$ cat src/rtl/core/assert_macros.svh
// assertion macros for the rtl of the base58 decoder
`ifndef ASSERT_MACROS_SVH
`define ASSERT_MACROS_SVH

// same-cycle implication, sampled on clk_i, off while rst_ni is low
`define B58_ASSERT_NOW(lbl, ante, cons, msg) \
  lbl: assert property (@(posedge clk_i) disable iff (!rst_ni) (ante) |-> (cons)) \
    else $error(msg);

// next-cycle implication, sampled on clk_i, off while rst_ni is low
`define B58_ASSERT_NEXT(lbl, ante, cons, msg) \
  lbl: assert property (@(posedge clk_i) disable iff (!rst_ni) (ante) |=> (cons)) \
    else $error(msg);

`endif

$ cat src/rtl/core/b58_pkg.sv
// types, constants and the alphabet lookup of the base58 decoder
`timescale 1ns / 1ps

package b58_pkg;

  localparam int unsigned ACC_BYTES_DEF = 32;
  localparam int unsigned RADIX         = 58;
  localparam int unsigned DIGIT_W       = 6;
  localparam int unsigned MAC_W         = 14;

  // alphabet lookup result
  typedef struct packed {
    logic               valid;
    logic [DIGIT_W-1:0] digit;
  } b58_digit_t;

  // sequencer to accumulator
  typedef struct packed {
    logic               load;
    logic [DIGIT_W-1:0] digit;
    logic               fold;
    logic               drain;
  } b58_acc_ctrl_t;

  // accumulator to sequencer
  typedef struct packed {
    logic [7:0] head_byte;
    logic       carry_nz;
  } b58_acc_stat_t;

  // map one ascii code to its base58 digit
  function automatic b58_digit_t b58_digit(input logic [7:0] code);
    b58_digit_t r;
    r.valid = 1'b1;
    r.digit = '0;
    if (code >= 8'h31 && code <= 8'h39) begin
      r.digit = DIGIT_W'(code - 8'h31);
    end else if (code >= 8'h41 && code <= 8'h48) begin
      r.digit = DIGIT_W'(code - 8'h41 + 8'd9);
    end else if (code >= 8'h4a && code <= 8'h4e) begin
      r.digit = DIGIT_W'(code - 8'h4a + 8'd17);
    end else if (code >= 8'h50 && code <= 8'h5a) begin
      r.digit = DIGIT_W'(code - 8'h50 + 8'd22);
    end else if (code >= 8'h61 && code <= 8'h6b) begin
      r.digit = DIGIT_W'(code - 8'h61 + 8'd33);
    end else if (code >= 8'h6d && code <= 8'h7a) begin
      r.digit = DIGIT_W'(code - 8'h6d + 8'd44);
    end else begin
      r.valid = 1'b0;
    end
    return r;
  endfunction

endpackage

$ cat src/rtl/core/b58_acc.sv
// big-endian accumulator as a rotating byte line with one shared multiply-add
`timescale 1ns / 1ps

module b58_acc import b58_pkg::*; #(
  parameter int unsigned ACC_BYTES = ACC_BYTES_DEF
) (
  input  logic          clk_i,
  input  logic          rst_ni,
  input  b58_acc_ctrl_t ctrl_i,
  output b58_acc_stat_t stat_o
);

  logic [7:0]         acc_q [ACC_BYTES];
  logic [DIGIT_W-1:0] carry_q;
  logic [MAC_W-1:0]   mac;

  // tail byte times radix plus running carry
  assign mac = MAC_W'(acc_q[ACC_BYTES-1]) * MAC_W'(RADIX) + MAC_W'(carry_q);

  assign stat_o.head_byte = acc_q[0];
  assign stat_o.carry_nz  = (mac[MAC_W-1:8] != '0);

  // fold rotates toward the tail, drain shifts toward the head and fills zero
  always_ff @(posedge clk_i or negedge rst_ni) begin
    if (!rst_ni) begin
      for (int i = 0; i < ACC_BYTES; i++) acc_q[i] <= '0;
      carry_q <= '0;
    end else begin
      if (ctrl_i.load) begin
        carry_q <= ctrl_i.digit;
      end else if (ctrl_i.fold) begin
        carry_q <= mac[MAC_W-1:8];
      end
      if (ctrl_i.fold) begin
        acc_q[0] <= mac[7:0];
        for (int i = 1; i < ACC_BYTES; i++) acc_q[i] <= acc_q[i-1];
      end else if (ctrl_i.drain) begin
        for (int i = 0; i < ACC_BYTES - 1; i++) acc_q[i] <= acc_q[i+1];
        acc_q[ACC_BYTES-1] <= '0;
      end
    end
  end

endmodule

$ cat src/rtl/core/base58_string_decoder_core.sv
// top level of the base58 string decoder: sequencer and output word register
`timescale 1ns / 1ps

// Usage:
// The slave channel takes one ascii character per word (tdata), tlast marks
// the final character of a string. The master channel gives the decoded value
// as bytes, most significant first, tlast on the final byte; tuser[0] marks a
// zero value (one word, data zero), tuser[1] flags that the value wrapped
// beyond ACC_BYTES bytes somewhere in the string.
// Sequence: a base58 digit is taken while idle, then one byte
// multiply-add walks the whole accumulator line; an invalid or ignored
// character leaves the sequencer idle. A last character then starts the
// draining, one byte per cycle while the receiver does not stall.
// Leading zero bytes are skipped, so a string gives 1 to ACC_BYTES words.
// s_axis_tready_o is high only while the sequencer is idle.
// Reset clears the accumulator, the flags and the output word register.
// When the receiver stalls, the word is held and draining pauses.
module base58_string_decoder_core import b58_pkg::*; #(
  parameter int unsigned ACC_BYTES = ACC_BYTES_DEF
) (
  input  logic       clk_i,
  input  logic       rst_ni,
  input  logic       s_axis_tvalid_i,
  output logic       s_axis_tready_o,
  input  logic [7:0] s_axis_tdata_i,   // [7:0] char_code
  input  logic       s_axis_tlast_i,
  output logic       m_axis_tvalid_o,
  input  logic       m_axis_tready_i,
  output logic [7:0] m_axis_tdata_o,   // [7:0] data_byte
  output logic       m_axis_tlast_o,
  output logic [1:0] m_axis_tuser_o    // [0] empty_value, [1] overflowed
);

`include "assert_macros.svh"

  localparam int unsigned CNT_W = (ACC_BYTES > 1) ? $clog2(ACC_BYTES) : 1;
  localparam logic [CNT_W-1:0] CNT_MAX = CNT_W'(ACC_BYTES - 1);

  typedef enum logic [1:0] {
    ST_IDLE,
    ST_FOLD,
    ST_EMIT
  } state_e;

  state_e        state_q;
  logic [CNT_W-1:0] cnt_q;
  logic          stopped_q, ovf_q, last_q, started_q;
  logic          m_valid_q, m_last_q;
  logic [7:0]    m_data_q;
  logic [1:0]    m_user_q;

  b58_digit_t    dig;
  b58_acc_ctrl_t acc_ctrl;
  b58_acc_stat_t acc_stat;
  logic          in_acc, do_fold, step_ok, head_nz, cnt_end, out_load;

  b58_acc #(.ACC_BYTES(ACC_BYTES)) u_acc (
    .clk_i  (clk_i),
    .rst_ni (rst_ni),
    .ctrl_i (acc_ctrl),
    .stat_o (acc_stat)
  );

  // input decode and step conditions
  assign s_axis_tready_o = (state_q == ST_IDLE);
  assign in_acc   = s_axis_tvalid_i && s_axis_tready_o;
  assign dig      = b58_digit(s_axis_tdata_i);
  assign do_fold  = in_acc && !stopped_q && dig.valid;
  assign step_ok  = !m_valid_q || m_axis_tready_i;
  assign head_nz  = (acc_stat.head_byte != '0);
  assign cnt_end  = (cnt_q == CNT_MAX);
  assign out_load = (state_q == ST_EMIT) && step_ok && (head_nz || started_q || cnt_end);

  // accumulator control
  always_comb begin
    acc_ctrl.load  = do_fold;
    acc_ctrl.digit = dig.digit;
    acc_ctrl.fold  = (state_q == ST_FOLD);
    acc_ctrl.drain = (state_q == ST_EMIT) && step_ok;
  end

  // sequencer and output word register
  always_ff @(posedge clk_i or negedge rst_ni) begin
    if (!rst_ni) begin
      state_q   <= ST_IDLE;
      cnt_q     <= '0;
      stopped_q <= 1'b0;
      ovf_q     <= 1'b0;
      last_q    <= 1'b0;
      started_q <= 1'b0;
      m_valid_q <= 1'b0;
      m_last_q  <= 1'b0;
      m_data_q  <= '0;
      m_user_q  <= '0;
    end else begin
      if (out_load) begin
        m_valid_q <= 1'b1;
        m_data_q  <= acc_stat.head_byte;
        m_last_q  <= cnt_end;
        m_user_q  <= {ovf_q, !(head_nz || started_q)};
      end else if (m_axis_tready_i) begin
        m_valid_q <= 1'b0;
      end
      case (state_q)
        ST_IDLE: begin
          if (in_acc) begin
            last_q <= s_axis_tlast_i;
            if (!stopped_q && !dig.valid) stopped_q <= 1'b1;
            if (do_fold) begin
              state_q <= ST_FOLD;
            end else if (s_axis_tlast_i) begin
              state_q <= ST_EMIT;
            end
          end
        end
        ST_FOLD: begin
          if (cnt_end) begin
            cnt_q <= '0;
            if (acc_stat.carry_nz) ovf_q <= 1'b1;
            state_q <= last_q ? ST_EMIT : ST_IDLE;
          end else begin
            cnt_q <= cnt_q + 1'b1;
          end
        end
        ST_EMIT: begin
          if (step_ok) begin
            if (cnt_end) begin
              cnt_q     <= '0;
              started_q <= 1'b0;
              stopped_q <= 1'b0;
              ovf_q     <= 1'b0;
              state_q   <= ST_IDLE;
            end else begin
              cnt_q     <= cnt_q + 1'b1;
              started_q <= started_q || head_nz;
            end
          end
        end
        default: begin
          state_q <= ST_IDLE;
        end
      endcase
    end
  end

  assign m_axis_tvalid_o = m_valid_q;
  assign m_axis_tdata_o  = m_data_q;
  assign m_axis_tlast_o  = m_last_q;
  assign m_axis_tuser_o  = m_user_q;

  `B58_ASSERT_NOW(a_idle_cnt_zero, s_axis_tready_o, cnt_q == '0, "counter not clear when idle")
  `B58_ASSERT_NOW(a_empty_is_last, m_axis_tvalid_o && m_axis_tuser_o[0], m_axis_tlast_o && m_axis_tdata_o == '0, "empty word not a single zero last word")
  `B58_ASSERT_NOW(a_no_load_in_fold, state_q == ST_FOLD, !out_load, "output loaded while folding")
  `B58_ASSERT_NEXT(a_emit_end_clears, state_q == ST_EMIT && step_ok && cnt_end, !stopped_q && !ovf_q && !started_q, "flags not cleared at end of string")

endmodule

$ cat config.mk
export PLATFORM = sky130hd
export DESIGN_NAME = base58_string_decoder_core
export DESIGN_NICKNAME = d
export VERILOG_FILES = /design/src/rtl/core/b58_pkg.sv /design/src/rtl/core/b58_acc.sv /design/src/rtl/core/base58_string_decoder_core.sv
export VERILOG_INCLUDE_DIRS = /design/src /design/src/rtl/core
export SDC_FILE = /design/constraint.sdc
export NUM_CORES = 1
export LEC_CHECK = 0
export BUFFER_PORTS_ARGS = -buffer_cell sky130_fd_sc_hd__buf_4
export CORE_ASPECT_RATIO = 1.25
export CORE_MARGIN = 4
export CORE_UTILIZATION = 55
export DETAILED_ROUTE_END_ITERATION = 8
export GPL_ROUTABILITY_DRIVEN = 0
export PLACE_DENSITY = 0.75
export SLEW_MARGIN = 20
export SYNTH_ARGS = -nofsm -noshare
export SYNTH_HDL_FRONTEND = slang
export SYNTH_SLANG_ARGS = --single-unit
$ cat constraint.sdc
create_clock -name clk_i -period 4.6 [get_ports clk_i]
set_input_delay 0.23 -clock clk_i [delete_from_list [all_inputs] [get_ports clk_i]]
set_output_delay 0.23 -clock clk_i [all_outputs]
set_load 0.01 [all_outputs]
==> flow_metrics.env, run 1 <==
export IMPL_finalWorstSetupSlack_ns=0.154
export IMPL_cts_setup_buffers=0
export IMPL_p_clk_share_pct=28.4
export IMPL_fmax_ghz=0.225
export IMPL_pre_cts_ws_ns=0.0432
export IMPL_critPathKind="reg2reg"
export IMPL_cts_root_buf="clkbuf_16"
export IMPL_r2r_end="ovf_q"
export IMPL_placed_cell_area_um2=14900
export IMPL_syn_area_um2=14600
export IMPL_post_route_min_period_ns=4.45
export IMPL_ys_warn_count=0
export IMPL_required_ns=5.00
export IMPL_synth_seq_cells=285
export IMPL_die_area_um2=29200
export IMPL_syn_nets=1817
export IMPL_die_x_um=154
export IMPL_final_area_um2=16000
export IMPL_cts_max_level=1
export IMPL_hpwl_mm=17.8
export IMPL_seqPwrFrac_pct=46.8
export IMPL_synthDistinctLibCells=68
export IMPL_p_comb_share_pct=24.8
export IMPL_p_per_area_nw_per_um2=517
export IMPL_report_final_slew_viol_count=0
export IMPL_vias=11900
export IMPL_whs_endpoint="stopped_q"
export IMPL_rows=66
export IMPL_multi_input_area_um2=6880
export IMPL_reg2reg_slack_ns=0.15
export IMPL_io_buffer_count=25
export IMPL_nets=1773
export IMPL_p_int_uw=5370
export IMPL_synth_edf_count=0
export IMPL_seq_area_um2=7130
export IMPL_max_cap_viol_count=0
export IMPL_synth_cells=1748
export IMPL_finalWirelength_mm=29.4
export IMPL_grt_overflow=0
export IMPL_antenna_left=0
export IMPL_antenna_cells=0
export IMPL_grt_pass1_vias=11200
export IMPL_clkSinkCount=285
export IMPL_area_growth_pct=9.79
export IMPL_setup_viol_count_final=0
export IMPL_n_fill_cell=2266
export IMPL_total_leakage_power_uw=0.00781
export IMPL_reg2reg_from="u_acc.acc_q[2]"
export IMPL_first_pass_iters=7
export IMPL_swShare_pct=35.1
export IMPL_fp_dieH_um=190
export IMPL_whs_path_depth=4
export IMPL_tns_ns=0
export IMPL_initial_core_util_pct=55.9
export IMPL_vias_per_cell=5.75
export IMPL_worstPathArrival_ns=4.85
export IMPL_syn_mean_instance_area_um2=8.34
export IMPL_whs_ns=0.0717
export IMPL_cts_buffer_depth=3
export IMPL_p_switching_uw=2900
export IMPL_ys_seq_area_share_pct=48.9
export IMPL_grt_pass1_wl_mm=51.9
export IMPL_synth_main_ff_cell="dfrtp_1"
export IMPL_irDropWorstVdd_v=0.000443
export IMPL_antenna_found_initial=0
export IMPL_drive_gt1_share_pct=7.24
export IMPL_cts_tree="done"
export IMPL_drtIter0Drc=928
export IMPL_hold_path_class="in2reg"
export IMPL_fin_skew_ns=0.0111
export IMPL_start_kind="flop"
export IMPL_clk_pin_slew_worst_paths_ns=0.07
export IMPL_relSlewSlack_pct=27.1
export IMPL_worstHoldStart="s_axis_tvalid_i"
export IMPL_reg2regPathDepth=13
export IMPL_async_flop_share_pct=100
export IMPL_num_io_pins=26
export IMPL_min_period_over_period_pct=96.7
export IMPL_critPathMaxFanout=4
export IMPL_max_slew_worst_pin_slew_ns=1.09
export IMPL_grt_max_degree=258
export IMPL_cts_buffers_inserted=29
export IMPL_track_usage_pct=20.2
export IMPL_drcViolationCount=0
export IMPL_status="finished clean"
export IMPL_worstSetupEndpointType="flop"
export IMPL_coreArea_um2=26100
export IMPL_clk_latency_ns=0.55
export IMPL_routedWlPerCell_um=14.2
export IMPL_hold_violations=0
-- per-layer routing --
metal	GRT usage, %	part of all wire [%]	vias up
met5	0	0	-
met1	28.1	46	5811
met3	2.34	2.9	47
met4	4.89	1.9	0
li1	-	-	5851
met2	34.2	49	172
-- repair_timing --
| item | CTS | global route |
|---|---|---|
| hold endpoints to repair | 134 | 0 |
| resized for setup | 0 | 9 |
| hold buffers | 4 | 0 |
| endpoints found under the setup margin | 0 | 1 |
-- through the flow --
stage,instances,util (%),power (uW)
floorplan,1748,-,5310
global placement,2008,57.3,5860
detailed placement,2008,57.3,5960
CTS,2065,61.1,8330
global route,2066,61.3,8830
finish,2066,61.3,8270
-- worst max path at each step --
stage,startpoint,end,depth (start not counted)
floorplan,u_acc.acc_q[1],ovf_q,14
CTS,u_acc.acc_q[3],ovf_q,15
global route,u_acc.acc_q[2],ovf_q,13
global placement,u_acc.acc_q[4],ovf_q,15
finish,u_acc.acc_q[2],ovf_q,13
detailed placement,u_acc.acc_q[3],ovf_q,15
-- worst max-delay path, stage by stage, from the launching register on --
cell       delay, ns
dfrtp_2         0.40
inv_1           0.11
fa_1            0.52
inv_1           0.05
ha_1            0.31
fa_1            0.48
ha_1            0.34
nand3_1         0.12
and3_1          0.20
or2_2           0.30
or4_4           0.52
or3_1           0.35
a2111oi_1       0.43
a41oi_1         0.16
-- layout by cell type, fill, tap and decap left out, drive strengths merged, types with 9 or more instances in the layout --
cell type,n
nand2,534
mux2,10
dfrtp,285
buf,44
ha,44
nand3,17
nor2,261
inv,37
xnor2,16
a21oi,20
o31ai,9
fa,12
clkbuf,46
o21ai,17
a31oi,245
-- power groups by stage --
stage	logic [uW]	registers [uW]	clock network, uW
floorplan	1590	3720	0
global placement	1990	3860	0
detailed placement	2070	3890	0
CTS	2080	3860	2400
global route	2350	3970	2500
finish	2050	3870	2350
-- synth_stat cells (4+ instances only) --
library cell  instances  area, um^2
nor2b_1               5        31.3
and2_1                4        25.0
inv_1                35         131
fa_1                 12         240
o211ai_1              4        30.0
nand2b_1              7        43.8
clkbuf_1            109         409
nand3_1              17        85.1
a21o_1                4        30.0
o21ai_0              17        85.1
nor4_1                4        25.0
o31ai_1               9        67.6
ha_1                 44         551
nor3_1                6        30.0
nor2_1              260         976
a211oi_1              4        30.0
o22ai_1               4        25.0
a31oi_1             245        1530
a21oi_1              20         100
and3_1                6        37.5
xnor2_1              16         140
buf_1                 8        30.0
o21a_1                7        52.6
a22oi_1               4        30.0
mux2_2               10         113
dfrtp_1             285        7130
mux2i_1               5        50.1
nand2_1             534        2000
-- state kept, by name (all words and copies together), names as in the netlist --
signal and count:
m_axis_tdata_o 8, cnt_q 5, m_axis_tuser_o 2, m_axis_tlast_o 1, u_acc.carry_q 6, state_q 2
last_q 1, stopped_q 1, u_acc.stat_o 8, ovf_q 1, u_acc.acc_q 248, m_axis_tvalid_o 1
started_q 1
-- area by class of cell --
type / instances / area share (%)
clock buffers: 46 / 5.74
inverters: 35 / 0.821
flip-flops and latches: 285 / 44.6
well taps: 340 / 2.66
multi-input cells: 1305 / 43.0
clock inverters: 7 / 0.266
repair buffers: 48 / 2.95
-- kinds of logic after synthesis --
kind of cell	count (synthesis)	share of synthesized area (%)
flops	285	48.9
buf+inv	158	4.26
simple gates	866	23.6
compound gates	350	15.6
mux	15	1.12
fa+ha+maj	56	5.42
xor+xnor	18	1.08
Power figures use the tool's default switching activity.
==> run 2: changes to the inputs <==
ABC_AREA = 1   (was default)
==> run 2 against run 1 <==
Net effect: combinational power rose by 44%; via count increased by 2.9%; synthesized area is 5.0% higher; sequential cell count did not move; critical endpoint unchanged; first-iteration DRC count is 0.22% higher; power increased by 14%; global-route usage is 0.30 points higher; critical path depth rose by 7; setup slack gained 0.65 ns; core utilization decreased by 0.86 points; maximum frequency increased by 17%; sequential share of layout area down 1.8 points.
==> flow_metrics.env, run 2 <==
export IMPL_seqPwrFrac_pct=43.2
export IMPL_track_usage_pct=20.5
export IMPL_cts_root_buf="clkbuf_16"
export IMPL_grt_max_degree=186
export IMPL_vias=12200
export IMPL_clk_latency_ns=0.55
export IMPL_worstSetupEndpointType="flop"
export IMPL_top_register="u_acc.acc_q"
export IMPL_irDropWorstVdd_v=0.00104
export IMPL_final_cell_mix="nand2_1, inv_1, dfrtp_1"
export IMPL_finalWorstSetupSlack_ns=0.801
export IMPL_max_stage_delay_ns=0.55
export IMPL_initial_core_util_pct=55.5
export IMPL_syn_area_um2=15300
export IMPL_synth_simple_area_share_pct=15.4
export IMPL_tns_ns=0
export IMPL_cts_tree="done"
export IMPL_synth_main_ff_cell="dfrtp_1"
export IMPL_start_kind="flop"
export IMPL_cts_buffers_inserted=30
export IMPL_io_buffer_count=25
export IMPL_grt_pass1_vias=11800
export IMPL_grt_pass1_wl_mm=54.2
export IMPL_ys_warn_count=0
export IMPL_cts_buffer_depth=3
export IMPL_post_route_min_period_ns=3.80
export IMPL_die_x_um=157
export IMPL_cp_slowest_cell="fa_1"
export IMPL_drcViolationCount=0
export IMPL_synthDistinctLibCells=44
export IMPL_rows=68
export IMPL_fmax_ghz=0.263
export IMPL_clkSinkCount=285
export IMPL_cts_max_level=1
export IMPL_routedWlPerCell_um=13.8
export IMPL_num_io_pins=26
export IMPL_setup_viol_count_final=0
export IMPL_reg2reg_slack_ns=0.80
export IMPL_whs_ns=0.0835
export IMPL_antenna_cells=0
export IMPL_synth_edf_count=0
export IMPL_worst_path_buf_inv=3
export IMPL_final_common_cell="nand2_1"
export IMPL_fp_dieH_um=195
export IMPL_hold_violations=0
export IMPL_syn_nets=1939
export IMPL_relSlewSlack_pct=35.7
export IMPL_vias_per_cell=5.55
export IMPL_hold_path_class="in2reg"
export IMPL_synth_cells=1869
export IMPL_grt_setup_unrepaired="no"
export IMPL_synthTopCellsByArea="dfrtp_1, o211ai_1, nand2_1, o21ai_0, inv_1"
export IMPL_critPathMaxFanout=6
export IMPL_report_final_slew_viol_count=0
export IMPL_total_leakage_power_uw=0.00737
export IMPL_antenna_left=0
export IMPL_ys_seq_area_share_pct=46.6
export IMPL_antenna_found_initial=0
export IMPL_coreArea_um2=27600
export IMPL_p_comb_share_pct=31.4
export IMPL_cts_setup_buffers=0
export IMPL_finalWirelength_mm=30.5
export IMPL_fin_cells=2205
export IMPL_p_per_area_nw_per_um2=565
export IMPL_max_slew_worst_pin_slew_ns=0.965
export IMPL_async_flop_share_pct=100
export IMPL_synth_mux_area_fraction_pct=0.0736
export IMPL_first_pass_iters=5
export IMPL_worstPathArrival_ns=4.24
export IMPL_place_inst=2145
export IMPL_synth_common_cells="nand2_1, inv_1, dfrtp_1"
export IMPL_crit_family="adder cells"
export IMPL_synth_top_area_share_pct=46.6
export IMPL_clk_pin_slew_worst_paths_ns=0.06
export IMPL_status="finished clean"
export IMPL_synth_top_family_by_area="compound AO/OA/AOI/OAI gates"
export IMPL_syn_mean_instance_area_um2=8.19
export IMPL_largest_register_ffs=248
export IMPL_synth_xor_xnor_area_share_pct=0.736
export IMPL_p_int_uw=5900
export IMPL_area_growth_pct=8.93
export IMPL_cp_cell_sequence="inv_1 > fa_1 > inv_1 > ha_1 > fa_1 > ha_1 > nand2_1 > inv_1 > nand2_1 > nand2_1 > nand2_1 > nand2_1 > nor2_4 > nand3_2 > nor2_2 > nand4_1 > nand2_1 > nand3_1 > nand2_1 > nand2_1"
export IMPL_p_clk_share_pct=25.4
export IMPL_p_switching_uw=3520
export IMPL_critPathKind="reg2reg"
export IMPL_pre_cts_ws_ns=0.788
export IMPL_required_ns=5.05
export IMPL_drtIter0Drc=930
export IMPL_yosysTopAreaCell="dfrtp_1"
export IMPL_max_cap_viol_count=0
export IMPL_hpwl_mm=19.5
export IMPL_min_period_over_period_pct=82.6
export IMPL_synth_most_common_cell="nand2_1"
export IMPL_synth_compound_area_share_pct=21.4
export IMPL_die_area_um2=30600
export IMPL_swShare_pct=37.4
export IMPL_drive_gt1_share_pct=7.55
export IMPL_fin_skew_ns=0.0137
export IMPL_nets=1901
export IMPL_synthAdderAreaFrac_pct=5.25
export IMPL_crit_top_cell="nand2_1"
export IMPL_synth_seq_cells=285
export IMPL_grt_overflow=0
-- run 2: cell count changes in the layout (fill, tap and decap cells not counted), sizes merged, moves of 8 or more --
cell | before | now
nor2 | 261 | 75
nor3 | 6 | 14
nand3 | 17 | 49
nand2 | 534 | 412
o211ai | 5 | 202
mux2 | 10 | 1
o21ai | 17 | 257
a31oi | 245 | 29
inv | 37 | 308
o31ai | 9 | 0
nand4 | 2 | 14
xnor2 | 16 | 4
-- run 2: final timing paths --
| kind | startpoint | endpoint | cells after the start |
|---|---|---|---|
| min in group asynchronous | rst_ni | u_acc.acc_q[157] | 2 |
| max in group asynchronous | rst_ni | u_acc.acc_q[241] | 3 |
| worst max-delay path | u_acc.acc_q[1] | ovf_q | 20 |
| worst max register to register | u_acc.acc_q[1] | ovf_q | 20 |
| worst min register to register | last_q | last_q | 2 |
| worst min-delay path | s_axis_tdata_i[0] | u_acc.carry_q[0] | 4 |
-- run 2: layer usage --
metal / track usage [%] / wire [um]
met2: 33.0 / 14400
met5: 0 / 0
met4: 7.43 / 1110
met1: 28.6 / 13900
met3: 2.58 / 1030
-- run 2: what timing repair did --
item / 4_1_cts / 5_1_grt
resized for setup: 0 / 0
hold buffers: 4 / 0
setup endpoints to repair: 0 / 0
endpoints found under the hold margin: 125 / 0
-- run 2: kinds of logic after synthesis --
logic type | count (synthesis)
simple gates | 567
compound gates | 526
buf+inv | 421
flops | 285
fa+ha+maj | 57
xor+xnor | 12
mux | 1
-- run 2: power groups by stage --
stage	Combinational, uW	Sequential [uW]	Clock [uW]
6_report	2960	4070	2390
5_1_grt	3470	4190	2550
4_1_cts	2990	4070	2440
3_5_place_dp	2960	4090	0
3_3_place_gp	2850	4080	0
2_1_floorplan	2350	3940	0
-- run 2: metrics by stage --
| stage | power [uW] | instance area [um^2] | util, % |
|---|---|---|---|
| final | 9420 | 16700 | 60.5 |
| after global routing | 10200 | 16700 | 60.5 |
| after CTS | 9510 | 16700 | 60.5 |
| after detailed placement | 7060 | 15600 | 56.7 |
| after global placement | 6920 | 15600 | 56.7 |
| after floorplan | 6300 | 15300 | - |
-- run 2: area by class of cell --
type	instances	area [um^2]
repair buffers	43	378
clock buffers	45	928
inverters	308	1160
fillers	2418	10900
multi-input cells	1163	6570
clock inverters	11	66.3
well taps	350	438
flip-flops and latches	285	7130
-- run 2: worst min-delay path: cells and delay by family --
kind | cells | cell delay, ns
AO/OA/AOI/OAI | 1 | 0.08
buffers and inverters | 1 | 0.15
AND/OR/NAND/NOR | 2 | 0.13
==> run 3: changes to the inputs <==
ABC_AREA = 0   (was 1)
PLACE_DENSITY = 0.72   (was 0.75)
clock period = 3.8 ns   (was 4.6 ns; I/O delays follow)
==> run 3 against run 2 <==
Net effect: the run now ends with setup timing left; cell area is 0.34% higher; clock skew down 0.0028 ns; critical path depth is 8 lower; maximum frequency shrank 5.3%; combinational power is 13% lower; non-clock buffer count rose by 57.
==> flow_metrics.env, run 3 (synthesis gave the netlist of run 1 again) <==
export IMPL_status="finished, violations left"
export IMPL_violations="setup timing"
export IMPL_start_kind="flop"
export IMPL_grt_setup_unrepaired="yes"
export IMPL_hold_path_class="in2reg"
export IMPL_min_period_over_period_pct=106
export IMPL_max_stage_delay_ns=0.58
export IMPL_top_layer_used="met4"
export IMPL_antenna_cells=0
export IMPL_reg2reg_slack_ns=-0.21
export IMPL_p_per_area_nw_per_um2=602
export IMPL_clkSinkCount=285
export IMPL_drcViolationCount=0
export IMPL_n_fill_cell=2211
export IMPL_cts_buffer_depth=3
export IMPL_report_final_slew_viol_count=0
export IMPL_vias=12200
export IMPL_post_route_util_pct=64.1
export IMPL_fmax_ghz=0.249
export IMPL_grt_pass1_wl_mm=53.3
export IMPL_first_pass_iters=5
export IMPL_cts_root_buf="clkbuf_16"
export IMPL_max_slew_worst_pin_slew_ns=1.00
export IMPL_crit_top_cell="ha_4"
export IMPL_drtIter0Drc=1026
export IMPL_cts_buffers_inserted=30
export IMPL_grt_overflow=0
export IMPL_wl_met2_mm=15.1
export IMPL_finalPower_uw=10100
export IMPL_cp_cell_sequence="buf_4 > fa_1 > ha_4 > ha_4 > fa_1 > ha_4 > o21a_1 > a21oi_2 > or4_4 > or3_4 > a2111oi_4 > a41oi_1"
export IMPL_final_cell_mix="nand2_1, dfrtp_1, nor2_1"
export IMPL_worstSetupEndpointType="flop"
export IMPL_die_x_um=154
export IMPL_die_area_um2=29200
export IMPL_clk_pin_slew_worst_paths_ns=0.06
export IMPL_finalWirelength_mm=30.7
export IMPL_place_inst=2046
export IMPL_final_common_cell="nand2_1"
export IMPL_worst_path_buf_inv=1
export IMPL_clk_latency_ns=0.55
export IMPL_grt_pass1_vias=11600
export IMPL_total_leakage_power_uw=0.00808
export IMPL_routedWlPerCell_um=14.5
export IMPL_rows=66
export IMPL_hold_violations=0
export IMPL_largest_register_ffs=248
export IMPL_seq_area_um2=7130
export IMPL_fin_cells=2121
export IMPL_fin_skew_ns=0.0109
export IMPL_io_buffer_count=25
export IMPL_cts_max_level=1
export IMPL_relSlewSlack_pct=33.2
export IMPL_whs_ns=0.0392
export IMPL_coreArea_um2=26100
export IMPL_cts_tree="done"
export IMPL_drive_gt1_share_pct=11.7
export IMPL_multi_input_area_um2=7190
export IMPL_grt_max_degree=135
export IMPL_critPathMaxFanout=3
export IMPL_pre_cts_ws_ns=-0.276
export IMPL_top_register="u_acc.acc_q"
export IMPL_reg2reg_from="u_acc.acc_q[2]"
export IMPL_hpwl_mm=18.7
export IMPL_num_io_pins=26
export IMPL_crit_family="adder cells"
export IMPL_r2r_end="ovf_q"
export IMPL_crit_start="u_acc.acc_q[2]"
export IMPL_met1_length_mm=13.8
export IMPL_max_cap_viol_count=0
export IMPL_finalWorstSetupSlack_ns=-0.212
export IMPL_initial_core_util_pct=55.9
export IMPL_antenna_found_initial=0
export IMPL_nets=1826
export IMPL_worstPathArrival_ns=4.42
export IMPL_antenna_left=0
export IMPL_cp_num_cells=12
export IMPL_irDropWorstVdd_v=0.000356
export IMPL_post_route_min_period_ns=4.01
export IMPL_area_growth_pct=14.7
export IMPL_critPathKind="reg2reg"
export IMPL_endpoint="ovf_q"
export IMPL_cp_slowest_cell="fa_1"
export IMPL_whs_path_depth=4
export IMPL_fp_dieH_um=190
export IMPL_reg2regPathDepth=12
export IMPL_track_usage_pct=20.7
export IMPL_dr_wl_met3_mm=1.08
export IMPL_required_ns=4.21
export IMPL_vias_per_cell=5.75
export IMPL_setup_viol_count_final=6
run 3: timing repair:
item	4_1_cts	5_1_grt
resized for setup	13	33
setup buffers	2	14
endpoints found under the hold margin	132	0
pin swaps	7	25
endpoints found under the setup margin	7	7
hold buffers	5	0
run 3: power breakdown:
part | switching (uW) | total [uW] | leakage, uW | internal (uW)
Combinational | 1610 | 2570 | 0.00374 | 954
Sequential | 728 | 4670 | 0.00387 | 3940
Clock | 1180 | 2840 | 0.000470 | 1660
Total | 3520 | 10100 | 0.00808 | 6550
run 3: stage by stage:
stage	setup TNS, ns	instance area (um^2)
after floorplan	-0.189	14700
after global placement	-0.615	15300
after detailed placement	-0.962	15300
after CTS	-0.374	16500
after global routing	-1.42	16700
final	-0.666	16700
run 3: area by class of cell:
cell class,count,share of cell area [%]
Inverter,35,0.785
Timing Repair Buffer,100,5.31
Clock inverter,5,0.209
Tap cell,340,2.54
Multi-Input combinational cell,1305,43.0
Clock buffer,51,5.56
Sequential cell,285,42.6
run 3: worst min-delay path by stage:
stage                          startpoint                to  slack, ns
final                     s_axis_tvalid_i         stopped_q       0.04
after global routing      s_axis_tvalid_i         stopped_q       0.07
after CTS                 s_axis_tvalid_i         stopped_q      0.006
after detailed placement           rst_ni  u_acc.acc_q[168]       0.39
after global placement             rst_ni  u_acc.acc_q[160]       0.39
after floorplan                    rst_ni          cnt_q[0]      -0.11
run 3: metal layers:
layer  up-vias  GRT usage, %
li1       5962             -
met4         0          5.61
met3        63          2.50
met1      5967          28.2
met5         -             0
met2       211          35.5
run 3: worst min-delay path: stages:
cell	delay [ns]
buf_4	0.09
nand3_1	0.06
nor2_1	0.09
o21a_1	0.11
